<file path="src/design/fast_inverse_square_root_top_macros.svh">
// Assertion macros used by the top-level design file.
`ifndef FAST_INVERSE_SQUARE_ROOT_TOP_MACROS_SVH
`define FAST_INVERSE_SQUARE_ROOT_TOP_MACROS_SVH
`ifndef ASSERT_OFF
`define FISR_ASSERT(name, clk, rst, prop) \
   name: assert property (@(posedge clk) disable iff (rst) prop) \
      else $error("assertion failed");
`define FISR_ASSERT_NR(name, clk, prop) \
   name: assert property (@(posedge clk) prop) \
      else $error("assertion failed");
`else
`define FISR_ASSERT(name, clk, rst, prop)
`define FISR_ASSERT_NR(name, clk, prop)
`endif
`endif

</file>
<file path="src/design/fisr_pkg.sv">
package fisr_pkg;

   localparam logic [31:0] MAGIC_GUESS  = 32'h5f3759df;
   localparam logic [31:0] FP_HALF      = 32'h3f000000;
   localparam logic [31:0] FP_THREE_HALF = 32'h3fc00000;
   localparam logic [31:0] FP_QNAN      = 32'h7fc00000;

   function automatic logic [5:0] lzc48(input logic [47:0] v);
      logic [5:0] n;
      n = 6'd48;
      for (int i = 0; i < 48; i++) begin
         if (v[i]) n = 6'(47 - i);
      end
      return n;
   endfunction

   function automatic logic [4:0] lzc27(input logic [26:0] v);
      logic [4:0] n;
      n = 5'd27;
      for (int i = 0; i < 27; i++) begin
         if (v[i]) n = 5'(26 - i);
      end
      return n;
   endfunction

endpackage

</file>
<file path="src/design/fisr_fmul.sv">
module fisr_fmul import fisr_pkg::*; (
   input  logic        clock,
   input  logic        reset,
   input  logic        advance,
   input  logic        in_valid,
   input  logic [31:0] op_a,
   input  logic [31:0] op_b,
   input  logic [31:0] side,
   output logic        out_valid,
   output logic [31:0] product,
   output logic [31:0] side_out
);

   logic        a_zero, b_zero, a_inf, b_inf, a_nan, b_nan;
   logic [7:0]  ea, eb;
   logic [23:0] ma, mb;

   logic        va_ff, sa_ff, nan_a_ff, inf_a_ff, zero_a_ff;
   logic [47:0] p_a_ff;
   logic [8:0]  esum_a_ff;
   logic [31:0] side_a_ff;

   logic        vb_ff, sb_ff, nan_b_ff, inf_b_ff, zero_b_ff;
   logic [47:0] p_b_ff;
   logic [6:0]  r_b_ff;
   logic signed [10:0] er_b_ff;
   logic [31:0] side_b_ff;

   logic [5:0]  lz;
   logic signed [10:0] er_in, r_raw;
   logic [6:0]  r_in;

   logic [95:0] ext, q, mask;
   logic        lost, g, st, inc, ovf;
   logic [7:0]  efield;
   logic [30:0] packed_bits;
   logic [31:0] res_in;

   logic        vc_ff;
   logic [31:0] res_ff, side_c_ff;

   assign a_zero = op_a[30:0] == 31'd0;
   assign b_zero = op_b[30:0] == 31'd0;
   assign a_inf  = op_a[30:23] == 8'hff && op_a[22:0] == 23'd0;
   assign b_inf  = op_b[30:23] == 8'hff && op_b[22:0] == 23'd0;
   assign a_nan  = op_a[30:23] == 8'hff && op_a[22:0] != 23'd0;
   assign b_nan  = op_b[30:23] == 8'hff && op_b[22:0] != 23'd0;
   assign ea = (op_a[30:23] == 8'd0) ? 8'd1 : op_a[30:23];
   assign eb = (op_b[30:23] == 8'd0) ? 8'd1 : op_b[30:23];
   assign ma = {op_a[30:23] != 8'd0, op_a[22:0]};
   assign mb = {op_b[30:23] != 8'd0, op_b[22:0]};

   always_ff @(posedge clock) begin
      if (reset) begin
         va_ff <= 1'b0;
         vb_ff <= 1'b0;
         vc_ff <= 1'b0;
      end else if (advance) begin
         va_ff <= in_valid;
         vb_ff <= va_ff;
         vc_ff <= vb_ff;
      end
   end

   always_ff @(posedge clock) begin
      if (advance) begin
         p_a_ff    <= ma * mb;
         esum_a_ff <= {1'b0, ea} + {1'b0, eb};
         sa_ff     <= op_a[31] ^ op_b[31];
         nan_a_ff  <= a_nan | b_nan | (a_inf & b_zero) | (a_zero & b_inf);
         inf_a_ff  <= a_inf | b_inf;
         zero_a_ff <= a_zero | b_zero;
         side_a_ff <= side;
      end
   end

   assign lz    = lzc48(p_a_ff);
   assign er_in = $signed({2'b00, esum_a_ff}) - 11'sd126 - $signed({5'd0, lz});
   assign r_raw = (er_in >= 11'sd1) ? (11'sd48 - $signed({5'd0, lz}))
                                    : (11'sd49 - $signed({5'd0, lz}) - er_in);
   assign r_in  = (r_raw > 11'sd96) ? 7'd96 : r_raw[6:0];

   always_ff @(posedge clock) begin
      if (advance) begin
         p_b_ff    <= p_a_ff;
         r_b_ff    <= r_in;
         er_b_ff   <= er_in;
         sb_ff     <= sa_ff;
         nan_b_ff  <= nan_a_ff;
         inf_b_ff  <= inf_a_ff;
         zero_b_ff <= zero_a_ff;
         side_b_ff <= side_a_ff;
      end
   end

   assign ext    = {p_b_ff, 48'd0};
   assign q      = ext >> r_b_ff;
   assign mask   = (r_b_ff >= 7'd96) ? {96{1'b1}} : ~({96{1'b1}} << r_b_ff);
   assign lost   = |(ext & mask);
   assign g      = q[23];
   assign st     = (|q[22:0]) | lost;
   assign inc    = g & (st | q[24]);
   assign efield = (er_b_ff >= 11'sd1) ? er_b_ff[7:0] : 8'd0;
   assign ovf    = er_b_ff >= 11'sd255;
   assign packed_bits = {efield, q[46:24]} + {30'd0, inc};

   always_comb begin
      if (nan_b_ff) begin
         res_in = FP_QNAN;
      end else if (inf_b_ff || (ovf && !zero_b_ff)) begin
         res_in = {sb_ff, 8'hff, 23'd0};
      end else if (zero_b_ff) begin
         res_in = {sb_ff, 31'd0};
      end else begin
         res_in = {sb_ff, packed_bits};
      end
   end

   always_ff @(posedge clock) begin
      if (advance) begin
         res_ff    <= res_in;
         side_c_ff <= side_b_ff;
      end
   end

   assign out_valid = vc_ff;
   assign product   = res_ff;
   assign side_out  = side_c_ff;

endmodule

</file>
<file path="config.mk">
export PLATFORM = sky130hd
export DESIGN_NAME = fisr_fmul
export DESIGN_NICKNAME = d
export VERILOG_FILES = /design/src/design/fast_inverse_square_root_top_macros.svh /design/src/design/fisr_pkg.sv /design/src/design/fisr_fmul.sv
export SDC_FILE = /design/constraint.sdc
export NUM_CORES = 2
export LEC_CHECK = 0
export BUFFER_PORTS_ARGS = -buffer_cell sky130_fd_sc_hd__buf_2
export CAP_MARGIN = 20
export CORE_MARGIN = 2
export CORE_UTILIZATION = 65
export DETAILED_ROUTE_END_ITERATION = 7
export GPL_ROUTABILITY_DRIVEN = 0
export PLACE_DENSITY = 0.92
export SLEW_MARGIN = 15
export SYNTH_ARGS = -nofsm -noshare
export SYNTH_HDL_FRONTEND = slang
export SYNTH_SLANG_ARGS = --single-unit
</file>
<file path="constraint.sdc">
create_clock -name clock -period 22.2 [get_ports clock]
set_input_delay 2.22 -clock clock [delete_from_list [all_inputs] [get_ports clock]]
set_output_delay 2.22 -clock clock [all_outputs]
set_load 0.02 [all_outputs]
</file>
* After elaboration in Yosys (flattened, before gate mapping)
Cells that the tools add are included.
** Word-level totals
- Bits of input ports :: 100
- Logic and storage cells :: 128
- Flip-flop bits (word level) :: 262
** Cells by class
- $lt $le $gt $ge :: 5
- Mux-type cells :: 55
- Bitwise gates (word level) :: 13
- Equal/unequal tests :: 2
- Shift-type cells :: 2
- Reductions and logical operators :: 21
- Multiply operators :: 1
- Add/sub/neg operators :: 7
** Operator list (number)
- $mux 6 :: 47
- $and 96x96->96 :: 1
- $mux 96 :: 1
- $not 96->96 :: 1
- $reduce_or 96->1 :: 1
- $shl 96x7->96 const A :: 1
- $shr 96x7->47 :: 1
- $logic_not 31->1 :: 2
- $mul 24x24->48 :: 1
- $logic_not 23->1 :: 2
- $reduce_bool 23->1 :: 2
- $add 31x1->31 :: 1
- $mux 31 :: 1
- $mux 8 :: 3
- $mux 23 :: 1
- $reduce_or 23->1 :: 1
- $ge 11x2->1 const B :: 2
- $eq 8x8->1 const B :: 2
- $logic_not 8->1 :: 2
- $reduce_bool 8->1 :: 2
- $sub 6x6->7 const A :: 2
- $ge 11x9->1 const B :: 1
- $gt 11x8->1 const B :: 1
- $mux 11 :: 1
- other kinds (14) :: 26

* Depth between registers and ports, before layout
- Depth after elaboration :: 52
- Depth in mapped cells :: 28
- Depth with buffers taken out :: 28

* Least setup slack after synthesis
OpenSTA, ideal clock, no wires.
- Path type :: in2reg
- From :: input op_b[3]
- To :: register p_a_ff[46] (data pin)
- Setup slack :: 13.167 ns
- Stages :: 24
- Data arrival time :: 8.749 ns
- Buffers on the path :: 2
- Data required time :: 21.917 ns
- Cells stage by stage :: clkbuf_1 clkbuf_1 nand2_1 fa_1 inv_1 fa_1 fa_1 fa_1 fa_1 inv_1 fa_1 inv_1 fa_1 ha_1 a21o_1 a2111oi_0 and3_1 o21ai_0 a21bo_2 a21oi_1 o21ai_0 o21a_1 nor2_1 o311ai_0
** On the way
- Cells in the longest elaborated chain, start to end :: 1
** Ends and longest elaborated chain
- from (decl) :: RTL line fisr_fmul.sv:7 : input logic [31:0] op_b,
- $mul 24x24->48 :: RTL line fisr_fmul.sv:67 : p_a_ff <= ma * mb;
- to (signal assigned) :: RTL line fisr_fmul.sv:67
- to (decl) :: RTL line fisr_fmul.sv:19 : logic [47:0] p_a_ff;
No other way between the ends.
A chain may end at the register's enable or synchronous reset.

* Final worst setup path
- From :: input op_a[26]
- To :: register p_a_ff[46] (data pin)
** On the way
- Cells in the longest elaborated chain, start to end :: 2
** Ends and longest elaborated chain
- from (decl) :: RTL line fisr_fmul.sv:6 : input logic [31:0] op_a,
- $reduce_bool 8->1 :: RTL line fisr_fmul.sv:50 : assign ma = {op_a[30:23] != 8'd0, op_a[22:0]};
- $mul 24x24->48 :: RTL line fisr_fmul.sv:67
No other way between the ends.

==> results.md <==
- Post-route cell area: 36280 sq um
- Hpwl dp: 67.30 mm
- Clk pin slew, worst setup/hold paths: 70 ps
- Synth Area in Adders: between 30 and 40%
- # IOs: 165
- Post-synthesis xor/xnor area fraction: about 2.1%
- Number of synthesized flops with an enable pin: 259
- Post-synthesis sequential area ratio: 22.75%
- Endpoints failing hold: 0
- Compound-gate portion of the synthesized area: 8.343%
- DP Area: 35410 sq um
- Area share of the largest cell type after synthesis: 28.24%
- Dominant synthesized flop cell: edfxtp_1
- Starting density of the core: approximately two thirds
- Largest net degree at the start of global routing: between 100 and 150
- 1st-pass router iterations: 8
- Final WL: 90.98 mm
- Via count: between 20000 and 30000
- Clock Latency Late Sink: 570 ps
- Status: finished, final reports clean
- TritonCTS clock tree: done
- GRT Residual Overflow: 0
- DIE AREA: 54860 sq um
- Post-CTS setup repair buffer count: 0
- Worst Setup End Kind: register
- Chip height: around 230 um
- Root buf cell: clkbuf_16
- Worst EP required: 22490 ps
- Final setup vio count: 0
- Clock buffer depth: 3
- Fin crit period: ~9500 ps
- Leading area contributor after synthesis: fa_1
- Antenna viol nets, final: 0
- CTS buffer count: 25
- Slew headroom: 25.84%
- Layout area overhead: 5.328%
- Post-synth top cells: 546 x inv_1, 505 x nand2_1, 486 x fa_1
- Gr usage total: 33.83%
- Initial antenna violation count: 2
- Global-route wire length before repair: 145.8 mm
- Mux cell area share after synthesis: just over 7%
- Unique masters post-synth: 92
- Hold WC Path Type: reg -> reg
- Synth warn: 0
- TNS Setup: 0 ps
- Top-count cell post-synth: inv_1
- Initial DRC count: 3903
- Vias per inst: 6.478
- Worst Setup Start Kind: primary input
- Synth Area per Inst: 9.882 sq um
- DR DRC count: 0
- Simple-gate share of the synthesized area: 15.73%
- # resized after CTS: 0
- Crit path max fanout: 27
- Mapped cell area: roughly 34000 sq um
- Row count: 84
- Core area: ~52000 sq um
- Largest family of logic cells by synthesized area: adder cells
- Fill cells: between 3000 and 4000
- Layout cells sized above 1: 9.535%
- Final net count: 4295
- Vias in the first global route: 28790
- Post-CTS Hold Buffers: 0
- Least-Margin Pin Slew: 1102 ps
- Final Max Tran Viols: 0
- F_max: 0.1057 GHz
- Synth top area cells: fa_1 28%, edfxtp_1 23%, ha_1 7.3%
- Sink Count: around 260
- Post-synthesis cell count: 3486
- Max cap viols: 0
- Die span in x: 234.2 um
- Ys async rst share: 0%
- Wire per inst: 21.60 um
- Final period utilization: between 40 and 50%
- Critical path arrival: 9750 ps
- RSZ-0062 raised after global routing: no
- Worst setup path category: in -> reg
- Synthesis-stage register bit count: between 200 and 300
- H-tree Lvls: 1
- Port Buffers: 164
- Setup Skew: 18.71 ps
==> sequential cells by signal, indices dropped and copies added (netlist names), 7 cells and up <==
register,count
er_b_ff,11
r_b_ff,7
side_out,32
side_b_ff,32
p_a_ff,48
esum_a_ff,9
product,32
p_b_ff,48
side_a_ff,32
==> critical path, cell delays in order <==
cell	delay [ps]
buf_2	120
nor4_1	360
nand2_1	100
buf_4	260
and2_1	260
fa_1	540
fa_1	530
fa_1	440
inv_1	90
fa_1	430
fa_1	470
fa_1	520
inv_1	50
fa_1	380
ha_1	420
nand4_1	180
or3_1	450
a2111oi_0	630
a21bo_2	330
a21oi_1	150
o221ai_1	220
a21oi_1	140
o311ai_0	280
o311ai_0	170
==> logic make-up (layout without fill, tap and decap cells) <==
logic type / after synthesis / in the layout
and+or+nand+nor: 1128 / 1128
buffers and inverters: 735 / 770
adders and majority gates: 688 / 688
AOI/OAI and AO/OA: 436 / 436
DFF: 262 / 262
muxes: 155 / 155
xor gates and xnor gates: 81 / 81
other: 1 / 5
==> final timing paths <==
path	from	end	slack (ps)	depth (start not counted)
setup / recovery	op_a[26]	p_a_ff[46]$_DFFE_PP_	12740	24
hold / removal	sa_ff$_DFFE_PP_	sb_ff$_DFFE_PP_	420	0
setup reg to reg	p_a_ff[1]$_DFFE_PP_	r_b_ff[6]$_SDFFCE_PN1P_	15540	26
hold reg to reg	sa_ff$_DFFE_PP_	sb_ff$_DFFE_PP_	420	0
==> layout by cell type (no fill, tap or decap), types with 82 or more instances in the layout <==
cell,synthesis,routed
inv_1,546,545
nand2_1,505,505
fa_1,486,486
edfxtp_1,259,259
and2_1,214,214
ha_1,201,201
buf_2,8,164
nor2_1,140,140
a21oi_1,120,120
o21ai_0,82,82
==> layout make-up <==
| class | count | area, sq um | share of cell area, % |
|---|---|---|---|
| flip-flops and latches | 262 | 7838 | 21.60 |
| diodes | 1 | 2.502 | 0.006897 |
| inverters | 548 | 2057 | 5.669 |
| repair buffers | 179 | 940.9 | 2.593 |
| clock buffers | 28 | 636.9 | 1.755 |
| clock inverters | 15 | 226.5 | 0.6241 |
| well taps | 688 | 860.8 | 2.372 |
| multi-input cells | 2492 | 23720 | 65.38 |
==> metrics by stage <==
stage	utilization, %	worst slack [ps]	hold slack (ps)	cells
finish	69.19	12740	415.8	4213
global route	69.19	12500	417.2	4213
CTS	69.17	12890	416.3	4211
detailed placement	67.53	12310	404.5	4168
global placement	67.53	12580	400.2	4168
floorplan	-	13170	400.3	3489
==> per-layer routing <==
| layer | global-route usage, % | up-vias | wire (um) | share of wire (%) |
|---|---|---|---|---|
| met5 | 0 | - | 0 | 0 |
| met4 | 18.18 | 0 | 5792 | 6.4 |
| met3 | 7.819 | 574 | 10970 | 12 |
| met2 | 56.24 | 2115 | 43200 | 47 |
| met1 | 41.11 | 13040 | 31010 | 34 |
| li1 | - | 11560 | - | - |
Power is not shown: default switching activity piles up to over one toggle a cycle in this logic, so the estimate is an artifact.
