[src/design/fast_inverse_square_root_top_macros.svh]
// Assertion macros used by the top-level design file.
`ifndef FAST_INVERSE_SQUARE_ROOT_TOP_MACROS_SVH
`define FAST_INVERSE_SQUARE_ROOT_TOP_MACROS_SVH
`ifndef ASSERT_OFF
`define FISR_ASSERT(name, clk, rst, prop) \
   name: assert property (@(posedge clk) disable iff (rst) prop) \
      else $error("assertion failed");
`define FISR_ASSERT_NR(name, clk, prop) \
   name: assert property (@(posedge clk) prop) \
      else $error("assertion failed");
`else
`define FISR_ASSERT(name, clk, rst, prop)
`define FISR_ASSERT_NR(name, clk, prop)
`endif
`endif

[src/design/fisr_pkg.sv]
package fisr_pkg;

   localparam logic [31:0] MAGIC_GUESS  = 32'h5f3759df;
   localparam logic [31:0] FP_HALF      = 32'h3f000000;
   localparam logic [31:0] FP_THREE_HALF = 32'h3fc00000;
   localparam logic [31:0] FP_QNAN      = 32'h7fc00000;

   function automatic logic [5:0] lzc48(input logic [47:0] v);
      logic [5:0] n;
      n = 6'd48;
      for (int i = 0; i < 48; i++) begin
         if (v[i]) n = 6'(47 - i);
      end
      return n;
   endfunction

   function automatic logic [4:0] lzc27(input logic [26:0] v);
      logic [4:0] n;
      n = 5'd27;
      for (int i = 0; i < 27; i++) begin
         if (v[i]) n = 5'(26 - i);
      end
      return n;
   endfunction

endpackage

[src/design/fisr_fadd.sv]
module fisr_fadd import fisr_pkg::*; (
   input  logic        clock,
   input  logic        reset,
   input  logic        advance,
   input  logic        in_valid,
   input  logic [31:0] op_a,
   input  logic [31:0] op_b,
   input  logic [31:0] side,
   output logic        out_valid,
   output logic [31:0] total,
   output logic [31:0] side_out
);

   logic        a_inf, b_inf, a_nan, b_nan, swap;
   logic [31:0] bg, sm;
   logic [7:0]  eg, es, d;
   logic [26:0] sm_ext, shifted;
   logic        sm_lost;

   logic        va_ff, sg_a_ff, sub_a_ff, zs_a_ff, nan_a_ff, inf_a_ff, infs_a_ff;
   logic [26:0] big_a_ff, small_a_ff;
   logic [7:0]  eg_a_ff;
   logic [31:0] side_a_ff;

   logic [27:0] s_in;
   logic        vb_ff, sg_b_ff, zs_b_ff, nan_b_ff, inf_b_ff, infs_b_ff;
   logic [27:0] s_b_ff;
   logic [4:0]  lz_b_ff;
   logic [7:0]  eg_b_ff;
   logic [31:0] side_b_ff;

   logic [7:0]  k, emax;
   logic [26:0] mn;
   logic [8:0]  en;
   logic [7:0]  efield;
   logic        inc, ovf;
   logic [30:0] packed_bits;
   logic [31:0] res_in;

   logic        vc_ff;
   logic [31:0] res_ff, side_c_ff;

   assign a_inf = op_a[30:23] == 8'hff && op_a[22:0] == 23'd0;
   assign b_inf = op_b[30:23] == 8'hff && op_b[22:0] == 23'd0;
   assign a_nan = op_a[30:23] == 8'hff && op_a[22:0] != 23'd0;
   assign b_nan = op_b[30:23] == 8'hff && op_b[22:0] != 23'd0;
   assign swap  = op_b[30:0] > op_a[30:0];
   assign bg    = swap ? op_b : op_a;
   assign sm    = swap ? op_a : op_b;
   assign eg    = (bg[30:23] == 8'd0) ? 8'd1 : bg[30:23];
   assign es    = (sm[30:23] == 8'd0) ? 8'd1 : sm[30:23];
   assign d     = eg - es;
   assign sm_ext  = {sm[30:23] != 8'd0, sm[22:0], 3'b000};
   assign shifted = (d >= 8'd27) ? 27'd0 : (sm_ext >> d);
   assign sm_lost = (d >= 8'd27) ? (|sm_ext) : (|(sm_ext & ~({27{1'b1}} << d)));

   always_ff @(posedge clock) begin
      if (reset) begin
         va_ff <= 1'b0;
         vb_ff <= 1'b0;
         vc_ff <= 1'b0;
      end else if (advance) begin
         va_ff <= in_valid;
         vb_ff <= va_ff;
         vc_ff <= vb_ff;
      end
   end

   always_ff @(posedge clock) begin
      if (advance) begin
         big_a_ff   <= {bg[30:23] != 8'd0, bg[22:0], 3'b000};
         small_a_ff <= shifted | {26'd0, sm_lost};
         eg_a_ff    <= eg;
         sg_a_ff    <= bg[31];
         sub_a_ff   <= op_a[31] ^ op_b[31];
         zs_a_ff    <= op_a[31] & op_b[31];
         nan_a_ff   <= a_nan | b_nan | (a_inf & b_inf & (op_a[31] != op_b[31]));
         inf_a_ff   <= a_inf | b_inf;
         infs_a_ff  <= a_inf ? op_a[31] : op_b[31];
         side_a_ff  <= side;
      end
   end

   assign s_in = sub_a_ff ? ({1'b0, big_a_ff} - {1'b0, small_a_ff})
                          : ({1'b0, big_a_ff} + {1'b0, small_a_ff});

   always_ff @(posedge clock) begin
      if (advance) begin
         s_b_ff    <= s_in;
         lz_b_ff   <= lzc27(s_in[26:0]);
         eg_b_ff   <= eg_a_ff;
         sg_b_ff   <= sg_a_ff;
         zs_b_ff   <= zs_a_ff;
         nan_b_ff  <= nan_a_ff;
         inf_b_ff  <= inf_a_ff;
         infs_b_ff <= infs_a_ff;
         side_b_ff <= side_a_ff;
      end
   end

   assign emax = eg_b_ff - 8'd1;
   assign k    = ({3'd0, lz_b_ff} < emax) ? {3'd0, lz_b_ff} : emax;

   always_comb begin
      if (s_b_ff[27]) begin
         mn = {s_b_ff[27:2], s_b_ff[1] | s_b_ff[0]};
         en = {1'b0, eg_b_ff} + 9'd1;
      end else begin
         mn = s_b_ff[26:0] << k;
         en = {1'b0, eg_b_ff} - {1'b0, k};
      end
   end

   assign efield = mn[26] ? en[7:0] : 8'd0;
   assign ovf    = en >= 9'd255;
   assign inc    = mn[2] & ((|mn[1:0]) | mn[3]);
   assign packed_bits = {efield, mn[25:3]} + {30'd0, inc};

   always_comb begin
      if (nan_b_ff) begin
         res_in = FP_QNAN;
      end else if (inf_b_ff) begin
         res_in = {infs_b_ff, 8'hff, 23'd0};
      end else if (s_b_ff == 28'd0) begin
         res_in = {zs_b_ff, 31'd0};
      end else if (ovf) begin
         res_in = {sg_b_ff, 8'hff, 23'd0};
      end else begin
         res_in = {sg_b_ff, packed_bits};
      end
   end

   always_ff @(posedge clock) begin
      if (advance) begin
         res_ff    <= res_in;
         side_c_ff <= side_b_ff;
      end
   end

   assign out_valid = vc_ff;
   assign total     = res_ff;
   assign side_out  = side_c_ff;

endmodule

[config.mk]
export PLATFORM = sky130hd
export DESIGN_NAME = fisr_fadd
export DESIGN_NICKNAME = d
export VERILOG_FILES = /design/src/design/fast_inverse_square_root_top_macros.svh /design/src/design/fisr_pkg.sv /design/src/design/fisr_fadd.sv
export SDC_FILE = /design/constraint.sdc
export NUM_CORES = 1
export LEC_CHECK = 0
export BUFFER_PORTS_ARGS = -buffer_cell sky130_fd_sc_hd__clkbuf_2
export CORE_AREA = 3 3 185 187
export CTS_CLUSTER_DIAMETER = 100
export DETAILED_ROUTE_END_ITERATION = 7
export DIE_AREA = 0 0 188 190
export HOLD_SLACK_MARGIN = 0.1
export PLACE_DENSITY = 0.8
export SETUP_SLACK_MARGIN = 0.5
export SLEW_MARGIN = 20
export SYNTH_ARGS = -nofsm -noshare
export SYNTH_HDL_FRONTEND = slang
export SYNTH_SLANG_ARGS = --single-unit
[constraint.sdc]
create_clock -name clock -period 6.54 [get_ports clock]
set_clock_uncertainty 0.1 [all_clocks]
set_input_delay 0.327 -clock clock [delete_from_list [all_inputs] [get_ports clock]]
set_output_delay 0.327 -clock clock [all_outputs]
set_load 0.01 [all_outputs]
Yosys cells after proc, flatten, opt, wreduce, memory -nomap -nowiden
Cells that the tools add are included.
Storage, ports and cells
  register bits after elaboration: 242
  input bits: 100
  output and inout bits: 65
Cells by class
  mux-type cells: 41
  reductions and logical operators: 22
  order comparisons: 4
  shifts and indexed selects: 3
  add/sub/neg operators: 7
  bitwise gates (word level): 13
  equal/unequal tests: 3
Operators by type and width (count)
  two-way mux 32 bit: 3
  two-way mux 31 bit: 2
  two-way mux 27 bit: 2
  two-way mux 5 bit: 10
  zero test 23 bit: 2
  nonzero test 23 bit: 2
  two-way mux 4 bit: 8
  two-way mux 8 bit: 4
  adder 31 x 1 -> 31 bit: 1
  > comparator 31 bit: 1
  adder 27 x 27 -> 28 bit: 1
  zero test 28 bit: 1
  two-way mux 28 bit: 1
  subtractor 27 x 27 -> 28 bit: 1
  AND 27 bit: 1
  inverter 27 bit: 1
  OR 27 x 1 -> 27 bit: 1
  OR reduction 27 bit: 1
  << shifter 27 x 8 -> 27 bit: 1
  << shifter 27 x 8 -> 27 bit, first input constant: 1
  >> shifter 27 x 8 -> 27 bit: 1
  OR reduction 24 bit: 1
  == test 8 bit, second input constant: 2
  zero test 8 bit: 2
  21 further kinds: 42

Longest topological paths before layout
Gate-level depths: netlist of the first run.
  depth after elaboration: 28
  gate-level depth with buffers: 34

Worst setup path after synthesis of the first run
No wires, ideal clock.
  path kind: input to register
  start: in op_a[16]
  end: reg small_a_ff[0] (data pin)
  arrival: 6.703 ns
  path slack: -0.533 ns
  data required time: 6.170 ns
  stages on the path: 32
  cells stage by stage: inv_1 -> ha_1 -> a21o_1 -> a21o_1 -> a2111oi_0 -> o21ai_0 -> a211oi_1 -> a21o_1 -> buf_2 -> buf_2 -> buf_1 -> clkbuf_1 -> clkbuf_1 -> clkbuf_1 -> nand2_1 -> o211ai_1 -> ha_1 -> inv_1 -> fa_1 -> a21o_1 -> a21oi_1 -> nor2b_1 -> o21a_1 -> a21oi_1 -> a211o_1 -> nor2_1 -> nor3_1 -> o31ai_1 -> a2111oi_0 -> nand4_1 -> a2111oi_0 -> a31oi_1
Between the ends
  word-level cells in the longest chain between the ends: 11
RTL lines
  start, declared: line fisr_fadd.sv:6  | input logic [31:0] op_a,
  > comparator 31 bit: line fisr_fadd.sv:47  | assign swap = op_b[30:0] > op_a[30:0];
  two-way mux 32 bit or two-way mux 31 bit (tied branches): line fisr_fadd.sv:48, fisr_fadd.sv:49
  zero test 8 bit, on equally long branches: line fisr_fadd.sv:50, fisr_fadd.sv:51
  two-way mux 8 bit, on equally long branches: line fisr_fadd.sv:50, fisr_fadd.sv:51
  subtractor 8 bit: line fisr_fadd.sv:52  | assign d = eg - es;
  << shifter 27 x 8 -> 27 bit: line fisr_fadd.sv:55  | assign sm_lost = (d >= 8'd27) ? (|sm_ext) : (|(sm_ext & ~({27{1'b1}} << d)));
  inverter 27 bit: line fisr_fadd.sv:55
  AND 27 bit: line fisr_fadd.sv:55
  OR reduction 27 bit: line fisr_fadd.sv:55
  two-way mux 1 bit: line fisr_fadd.sv:55
  OR 27 x 1 -> 27 bit (*): line fisr_fadd.sv:72  | small_a_ff <= shifted | {26'd0, sm_lost};
  end signal, assigned: line fisr_fadd.sv:72
  end, declared: line fisr_fadd.sv:21  | logic [26:0] big_a_ff, small_a_ff;
Every way passes the cells marked *; elsewhere a longest branch is shown, timed or not.
A chain may end at the register's enable or synchronous reset.

Final worst setup path of the first run
  start: in op_a[3]
  end: reg small_a_ff[0] (data pin)
Same word-level chain as after synthesis.

==> summary.md, run 1 <==
| Metric | Value |
|---|---|
| CP peak stage delay | 0.54 ns |
| Number of enable flip-flop cells after synthesis | 239 |
| Count of clock tree sinks | 242 |
| Terminus of the critical flop-to-flop path | total[0] |
| Reg-to-reg critical path startpoint | eg_b_ff[0] |
| Fraction of power consumed by combinational cells | 0.438 |
| CTS max path bufs | 3 |
| Core ar. | about 33000 µm² |
| First-pass iteration count of the detailed router | 5 |
| Status | finished clean |
| Standard-cell row count | 66 |
| Post-synthesis instance area | around 18000 µm² |
| Unrepaired setup endpoints after global routing | yes |
| Total count of max-transition violations in the final report | 0 |
| Largest cells by area after synthesis | edfxtp_1 40%, ha_1 7.2%, nand2_1 3.7% |
| Synth async-reset ratio | 0 |
| TritonCTS clock tree | done |
| Hold crit path type | primary input to flip-flop |
| Critical Path AT | 6.07 ns |
| Count of input and output buffers | approximately 160 |
| Layout cell share with drive strength beyond 1 | 0.205 |
| Internal Pwr Total | between 0.003 and 0.004 W |
| # placed instances | around 2400 |
| Hold path depth | 3 |
| Vias | between 15000 and 20000 |
| Synth cell types | between 80 and 90 |
| Actual transition at the worst max-transition pin | between 1 and 1.5 ns |
| Leak | 8.36 nW |
| Top-area cell type share of the netlist area | 0.401 |
| Share of total power consumed by net switching | 0.393 |
| Signed area change from the synthesized netlist to the final layout | 18.1% |
| Register area share after synthesis | 0.404 |
| Final global-route overflow total | 0 |
| Cell area power density | between 300 and 400 nW/µm² |
| Effective utilization at floorplan | 0.549 |
| Number of nets with antenna violations after detailed routing | 0 |
| Top cell family by delay on the critical path | compound AO/OA/AOI/OAI gates |
| Worst Reg2Reg Path Length in Cells | 28 |
| Number of max-cap violations | 0 |
| Maximum level of the CTS H-tree | 1 |
| Post-route DRC violation count | 0 |
| Sequential Power Share | 0.323 |
| Later-pin clock latency in the skew report | 0.56 ns |
| Source of the worst hold timing path | op_a[29] |
| Die height | ~190 µm |
| TNS Setup | 0 ns |
| Via density per instance | around 6.4 |
| Critical path startpoint | op_a[3] |
| Min cycle time layout | approximately 5.9 ns |
| First-pass GRT wire length | between 80 and 90 mm |
| Mapped Avg Cell Area | 9.71 µm² |
| Number of antenna violations at the first check in global routing | 0 |
| GRT Overall Usage | 0.297 |
| Antenna diode count | 0 |
| Die W | roughly 190 µm |
| Number of synthesis warnings | 0 |
| Per-cell routed wire length | 21.6 µm |
| Area of the die | roughly 36000 µm² |
| Post-synthesis net count | slightly above 2000 |
| Critical path's slowest cell | dlygate4sd3_1 |
| Number of stages on the worst setup path | 30 |
| I/O Pins | roughly 170 |
| Number of nets in the layout | around 2300 |
| Aggregate routed wire length | 54.8 mm |
| Clock root cell | clkbuf_16 |
| Number of standard cells after synthesis | about 1800 |
| Layout Cells excl Fill | 2539 |
| Library cell appearing most often on the critical path | buf_4 |
| FF-to-FF setup slack | 0.79 ns |
| Buffers plus inverters on the worst setup path | 7 |
| Top achievable clock speed | 170 MHz |
| Vias in the first global route | about 15000 |
| Peak supply drop | 0.172 mV |
| Count of state elements after synthesis | ~240 |
| Worst slew slack as a fraction of its limit | 0.219 |
| Cell taking the most area after synthesis | edfxtp_1 |
| Final Hold Violating Endpoints | 0 |
| Worst setup path endpoint | small_a_ff[0] |
| Launching element type of the critical path | primary input |
| Final period util | 0.899 |
| Hold_ws | roughly 0.11 ns |
| Number of CTS-inserted buffers | 27 |
| Worst setup path category | primary input to flip-flop |
| Post-DP HPWL | roughly 40 mm |
| Final RePlAce weighted congestion | just under 1 |
| Clock transition at the registers of the reported paths | 0.06 ns |
| Pin count of the biggest net entering global routing | 133 |
| Crit-path max FO | 15 |
| DR iter-0 viols | around 1700 |
| Number of setup violations in the final report | 0 |
| Fraction of power consumed by the clock network | 0.239 |
| Flip-flop cell with the highest count after synthesis | edfxtp_1 |
| Setup crit end kind | flip-flop |
| Data required time of the critical path | between 6 and 7 ns |
| Net switching power | ~0.0025 W |
==> logic make-up after synthesis <==
kind of cell	Yosys count	share of synthesized area
compound gates	503	0.191
xor+xnor	62	0.0303
fa+ha+maj	107	0.0758
buf+inv	200	0.0459
flops	242	0.404
mux	120	0.0862
simple gates	611	0.166
==> tightest hold or removal path: cells and delay by family <==
family	cells	cell delay, ns
buffers and inverters	2	0.22
multiplexers	1	0.09
==> routing by layer <==
layer / wire length, µm / vias up / global-route usage
li1: - / 7469 / -
met1: 21300 / 7656 / 0.372
met2: 26800 / 871 / 0.520
met3: 3770 / 182 / 0.0317
met4: 2990 / 0 / 0.139
met5: 0 / - / 0
==> sequential cells by signal (all words and copies together) (netlist names) <==
| name | count |
|---|---|
| side_a_ff | 32 |
| eg_a_ff | 8 |
| inf_b_ff | 1 |
| small_a_ff | 27 |
| lz_b_ff | 5 |
| zs_b_ff | 1 |
| va_ff | 1 |
| nan_a_ff | 1 |
| s_b_ff | 28 |
| inf_a_ff | 1 |
| total | 32 |
| side_b_ff | 32 |
| eg_b_ff | 8 |
| infs_a_ff | 1 |
| vb_ff | 1 |
| side_out | 32 |
| zs_a_ff | 1 |
| sg_b_ff | 1 |
| big_a_ff | 24 |
| out_valid | 1 |
| sub_a_ff | 1 |
| nan_b_ff | 1 |
| sg_a_ff | 1 |
| infs_b_ff | 1 |
==> metrics by stage <==
step / util / total power [W] / instance area, µm² / setup WS [ns]
2_1_floorplan: - / 0.00393 / 18000 / 0.421
3_3_place_gp: 0.598 / 0.00475 / 19500 / 0.0522
3_5_place_dp: 0.598 / 0.00479 / 19500 / -0.0112
4_1_cts: 0.640 / 0.00635 / 20900 / 0.556
5_1_grt: 0.649 / 0.00681 / 21200 / 0.359
6_report: 0.649 / 0.00649 / 21200 / 0.662
==> synthesized netlist by cell type, types with 17 or more instances <==
cell and count:
a211oi_1 40, a21o_1 19, a21oi_1 114, a22oi_1 26, a311oi_1 22, a31oi_1 28
and3_1 18, buf_2 21, clkbuf_1 47, edfxtp_1 239, ha_1 103, inv_1 111
mux2_2 45, mux2i_1 52, mux4_2 23, nand2_1 175, nand2b_1 31, nand3_1 45
nand4_1 26, nor2_1 148, nor2b_1 17, nor3_1 59, nor4_1 26, o21a_1 22
o21ai_0 74, o31ai_1 18, xnor2_1 33, xor2_1 29
==> cell type report <==
type | count | area (µm²)
clock buffers | 30 | 687
clock inverters | 18 | 230
fillers | 2559 | 11500
inverters | 114 | 430
multi-input cells | 1403 | 10100
flip-flops and latches | 242 | 7240
well taps | 442 | 553
repair buffers | 290 | 1910
==> worst min path at each step <==
| stage | endpoint | slack (ns) |
|---|---|---|
| 3_5_place_dp | side_b_ff[14] | 0.30 |
| 4_1_cts | big_a_ff[19] | 0.10 |
| 6_report | eg_a_ff[6] | 0.11 |
| 5_1_grt | big_a_ff[21] | 0.11 |
| 3_3_place_gp | side_out[4] | 0.30 |
| 2_1_floorplan | out_valid | 0.30 |
==> cells in the final DEF, fill, tap and decap left out, types with 17 or more instances in the layout <==
cell,synthesis,layout
nor4_1,26,23
inv_1,111,110
mux2_2,45,43
mux4_2,23,23
buf_4,4,80
mux2i_1,52,51
clkbuf_16,0,27
a21oi_1,114,108
nor2_1,148,145
xor2_1,29,29
nand4_1,26,26
a211oi_1,40,36
a21o_1,19,18
dlygate4sd3_1,0,44
o21a_1,22,20
nand2b_1,31,31
clkbuf_2,0,160
a22oi_1,26,26
edfxtp_1,239,239
xnor2_1,33,32
o21ai_0,74,68
nand2_1,175,174
a31oi_1,28,28
ha_1,103,101
nand3_1,45,45
a311oi_1,22,22
nor3_1,59,56
and3_1,18,17
==> power by group through the flow <==
stage | Sequential [W] | Clock (W) | Combinational [W]
after floorplan | 0.00205 | 0 | 0.00187
after global placement | 0.00211 | 0 | 0.00264
after detailed placement | 0.00212 | 0 | 0.00267
after CTS | 0.00209 | 0.00156 | 0.00270
after global routing | 0.00211 | 0.00163 | 0.00308
final | 0.00210 | 0.00155 | 0.00284
==> timing repair <==
| action | in CTS | in global routing |
|---|---|---|
| hold buffers | 45 | 0 |
| gates resized for setup | 1 | 62 |
| endpoints found under the hold margin | 45 | 0 |
| buffers inserted | 0 | 8 |
| pin swaps | 0 | 25 |
| endpoints found under the setup margin | 1 | 48 |
(Power assumes the default switching activity.)
==> run 2: changes to the inputs <==
--- a/config.mk
+++ b/config.mk
@@ -11,9 +11,8 @@
 export DETAILED_ROUTE_END_ITERATION = 7
 export DIE_AREA = 0 0 188 190
 export HOLD_SLACK_MARGIN = 0.1
-export PLACE_DENSITY = 0.8
+export PLACE_DENSITY = 0.83
 export SETUP_SLACK_MARGIN = 0.5
-export SLEW_MARGIN = 20
 export SYNTH_ARGS = -nofsm -noshare
 export SYNTH_HDL_FRONTEND = slang
 export SYNTH_SLANG_ARGS = --single-unit
==> run 2 against run 1 <==
Effect of this change: non-clock buffer count down 3; via count about the same; sequential share of layout area up 0.27 points; critical path depth down 2; largest power group unchanged; die area unchanged; clock-buffer cell count down 2; critical endpoint unchanged; clock power down 15%.
==> summary.md, run 2 (synthesized netlist as in run 1, its figures left out) <==
| Metric | Value |
|---|---|
| Status | finished clean |
| Data required time of the critical path | 6.73 ns (about the same) |
| Terminus of the critical flop-to-flop path | total[0] |
| Fill cell count | 2581 (+0.86%) |
| Antenna diode count | 0 (unchanged) |
| Min cycle time layout | 5.82 ns (-0.0571 ns) |
| Number of CTS-inserted buffers | 24 (-11%) |
| Post-place instance area | 19500 µm² (-0.21%) |
| Maximum level of the CTS H-tree | 1 (unchanged) |
| Post-route DRC violation count | 0 (unchanged) |
| Actual transition at the worst max-transition pin | 1.02 ns (-0.138 ns) |
| GRT Overall Usage | 0.302 (+0.00455) |
| FF-to-FF setup slack | 0.79 ns (about the same) |
| Final period util | 0.890 (-0.00874) |
| Setup crit end kind | flip-flop |
| Final Instance Area | 21000 µm² (-0.79%) |
| # placed instances | 2431 (-0.29%) |
| Die height | 190 µm (unchanged) |
| Final global-route overflow total | 0 (unchanged) |
| Effective utilization at floorplan | 0.549 (unchanged) |
| Number of max-cap violations | 0 (unchanged) |
| Final Hold Violating Endpoints | 0 (unchanged) |
| Worst setup path category | primary input to flip-flop |
| Later-pin clock latency in the skew report | 0.55 ns (about the same) |
| Vias in the first global route | 15600 (+1.4%) |
| Number of antenna violations at the first check in global routing | 0 (unchanged) |
| Most frequent standard cell in the layout excluding fill and tap cells | edfxtp_1 |
| Clock root cell | clkbuf_16 |
| Crit-path max FO | 8 (-7) |
| Via density per instance | 6.39 (+0.36%) |
| First-pass GRT wire length | 86.3 mm (+1.3%) |
| Number of nets in the layout | 2278 (-0.26%) |
| Final RePlAce weighted congestion | 1.01 (+1.4%) |
| Core ar. | 32600 µm² (unchanged) |
| Worst slew slack as a fraction of its limit | 0.312 (+0.0934) |
| Layout Cells excl Fill | 2532 (-0.28%) |
| Layout cell share with drive strength beyond 1 | 0.203 (-0.00171) |
| Cell area power density | 299 nW/µm² (-2.5%) |
| First-pass iteration count of the detailed router | 8 (+3) |
| Post-DP HPWL | 41.7 mm (+1.8%) |
| Clock transition at the registers of the reported paths | 0.06 ns (about the same) |
| Top achievable clock speed | 172 MHz (+0.98%) |
| Die W | 188 µm (unchanged) |
| Number of setup violations in the final report | 0 (unchanged) |
| Worst min-delay path endpoint | big_a_ff[21] |
| Per-cell routed wire length | 21.9 µm (+1.5%) |
| Standard-cell row count | 66 (unchanged) |
| I/O Pins | 165 (unchanged) |
| Source of the worst hold timing path | op_b[18] |
| Launching element type of the critical path | primary input |
| Reg-to-reg critical path startpoint | eg_b_ff[0] |
| Critical Path AT | 6.01 ns (-0.06 ns) |
| CTS max path bufs | 3 (unchanged) |
| Signed area change from the synthesized netlist to the final layout | 17.2% |
| Unrepaired setup endpoints after global routing | yes |
| Hold path depth | 2 (-1) |
| Aggregate routed wire length | 55.5 mm (+1.2%) |
| DR iter-0 viols | 1843 (+10%) |
| Vias | 16200 (+0.080%) |
| Area of the die | 35700 µm² (unchanged) |
| Number of nets with antenna violations after detailed routing | 0 (unchanged) |
| TritonCTS clock tree | done |
| Highest-count cells in the layout ignoring fill and taps | 239 x edfxtp_1, 175 x nand2_1, 161 x clkbuf_2 |
| Leak | 8.30 nW (-0.76%) |
| Total count of max-transition violations in the final report | 0 (unchanged) |
| Count of input and output buffers | 164 (unchanged) |
| Pin count of the biggest net entering global routing | 138 (+3.8%) |
| Peak supply drop | 0.198 mV (+15%) |
| Hold crit path type | primary input to flip-flop |
| Worst Reg2Reg Path Length in Cells | 28 (unchanged) |
| Count of clock tree sinks | 242 (unchanged) |
run 2: how the worst max path moves through the flow:
stage	start	to
after global routing	op_a[25]	small_a_ff[0]
after floorplan	op_a[16]	small_a_ff[0]
after CTS	op_a[16]	small_a_ff[0]
after detailed placement	op_a[16]	small_a_ff[0]
after global placement	op_a[16]	small_a_ff[0]
final	op_a[25]	small_a_ff[0]
run 2: layout make-up:
type / count / area [µm²] / area share
multi-input combinational: 1403 / 10100 / 0.482
sequential: 242 / 7240 / 0.345
timing repair buffer: 287 / 1910 / 0.0909
clock buffer: 28 / 616 / 0.0293
tap: 442 / 553 / 0.0263
inverter: 114 / 428 / 0.0204
clock inverter: 16 / 133 / 0.00632
run 2: report_power, final:
part | leakage [nW] | internal, W | switching (W)
Clock | 0.360 | 0.000722 | 0.000598
Combinational | 5.58 | 0.00108 | 0.00178
Sequential | 2.35 | 0.00192 | 0.000166
run 2: timing repair:
| action | CTS | global route |
|---|---|---|
| setup endpoints to repair | 10 | 50 |
| resized for setup | 1 | 67 |
| cloned | 0 | 0 |
| endpoints found under the hold margin | 45 | 0 |
| hold buffers | 44 | 0 |
| pin swaps | 0 | 24 |
| buffers inserted | 1 | 12 |
run 2: layer usage:
layer,global-route usage,share of wire
met5,0,0
met1,0.364,0.38
met2,0.536,0.50
met3,0.0345,0.065
met4,0.153,0.055
run 2: critical path: stages:
cell and delay (ns):
dlygate4sd3_1 0.52, buf_2 0.15, inv_2 0.07, ha_4 0.27
nand3_1 0.08, nor3_2 0.19, nand2_1 0.10, a211o_1 0.27
a21o_4 0.27, mux2_4 0.33, nor4_4 0.28, nor4b_4 0.27
nor2b_2 0.08, ha_2 0.20, nor2b_1 0.14, o21ai_0 0.13
a21boi_1 0.25, o21a_1 0.22, o21a_1 0.17, buf_4 0.14
o21a_1 0.17, o21ai_1 0.09, nor2_1 0.15, o22ai_1 0.12
a2111oi_2 0.35, nand4_1 0.17, a2111oi_2 0.36, a31oi_1 0.12
run 2: per-stage QoR:
step	setup slack (ns)	setup TNS [ns]	util	power [W]	hold slack, ns
after global placement	0.0755	0	0.597	0.00474	0.301
final	0.719	0	0.644	0.00627	0.115
after detailed placement	-0.0368	-0.0368	0.597	0.00479	0.305
after CTS	0.510	0	0.634	0.00613	0.100
after global routing	0.372	0	0.644	0.00659	0.115
after floorplan	0.421	0	-	0.00393	0.299
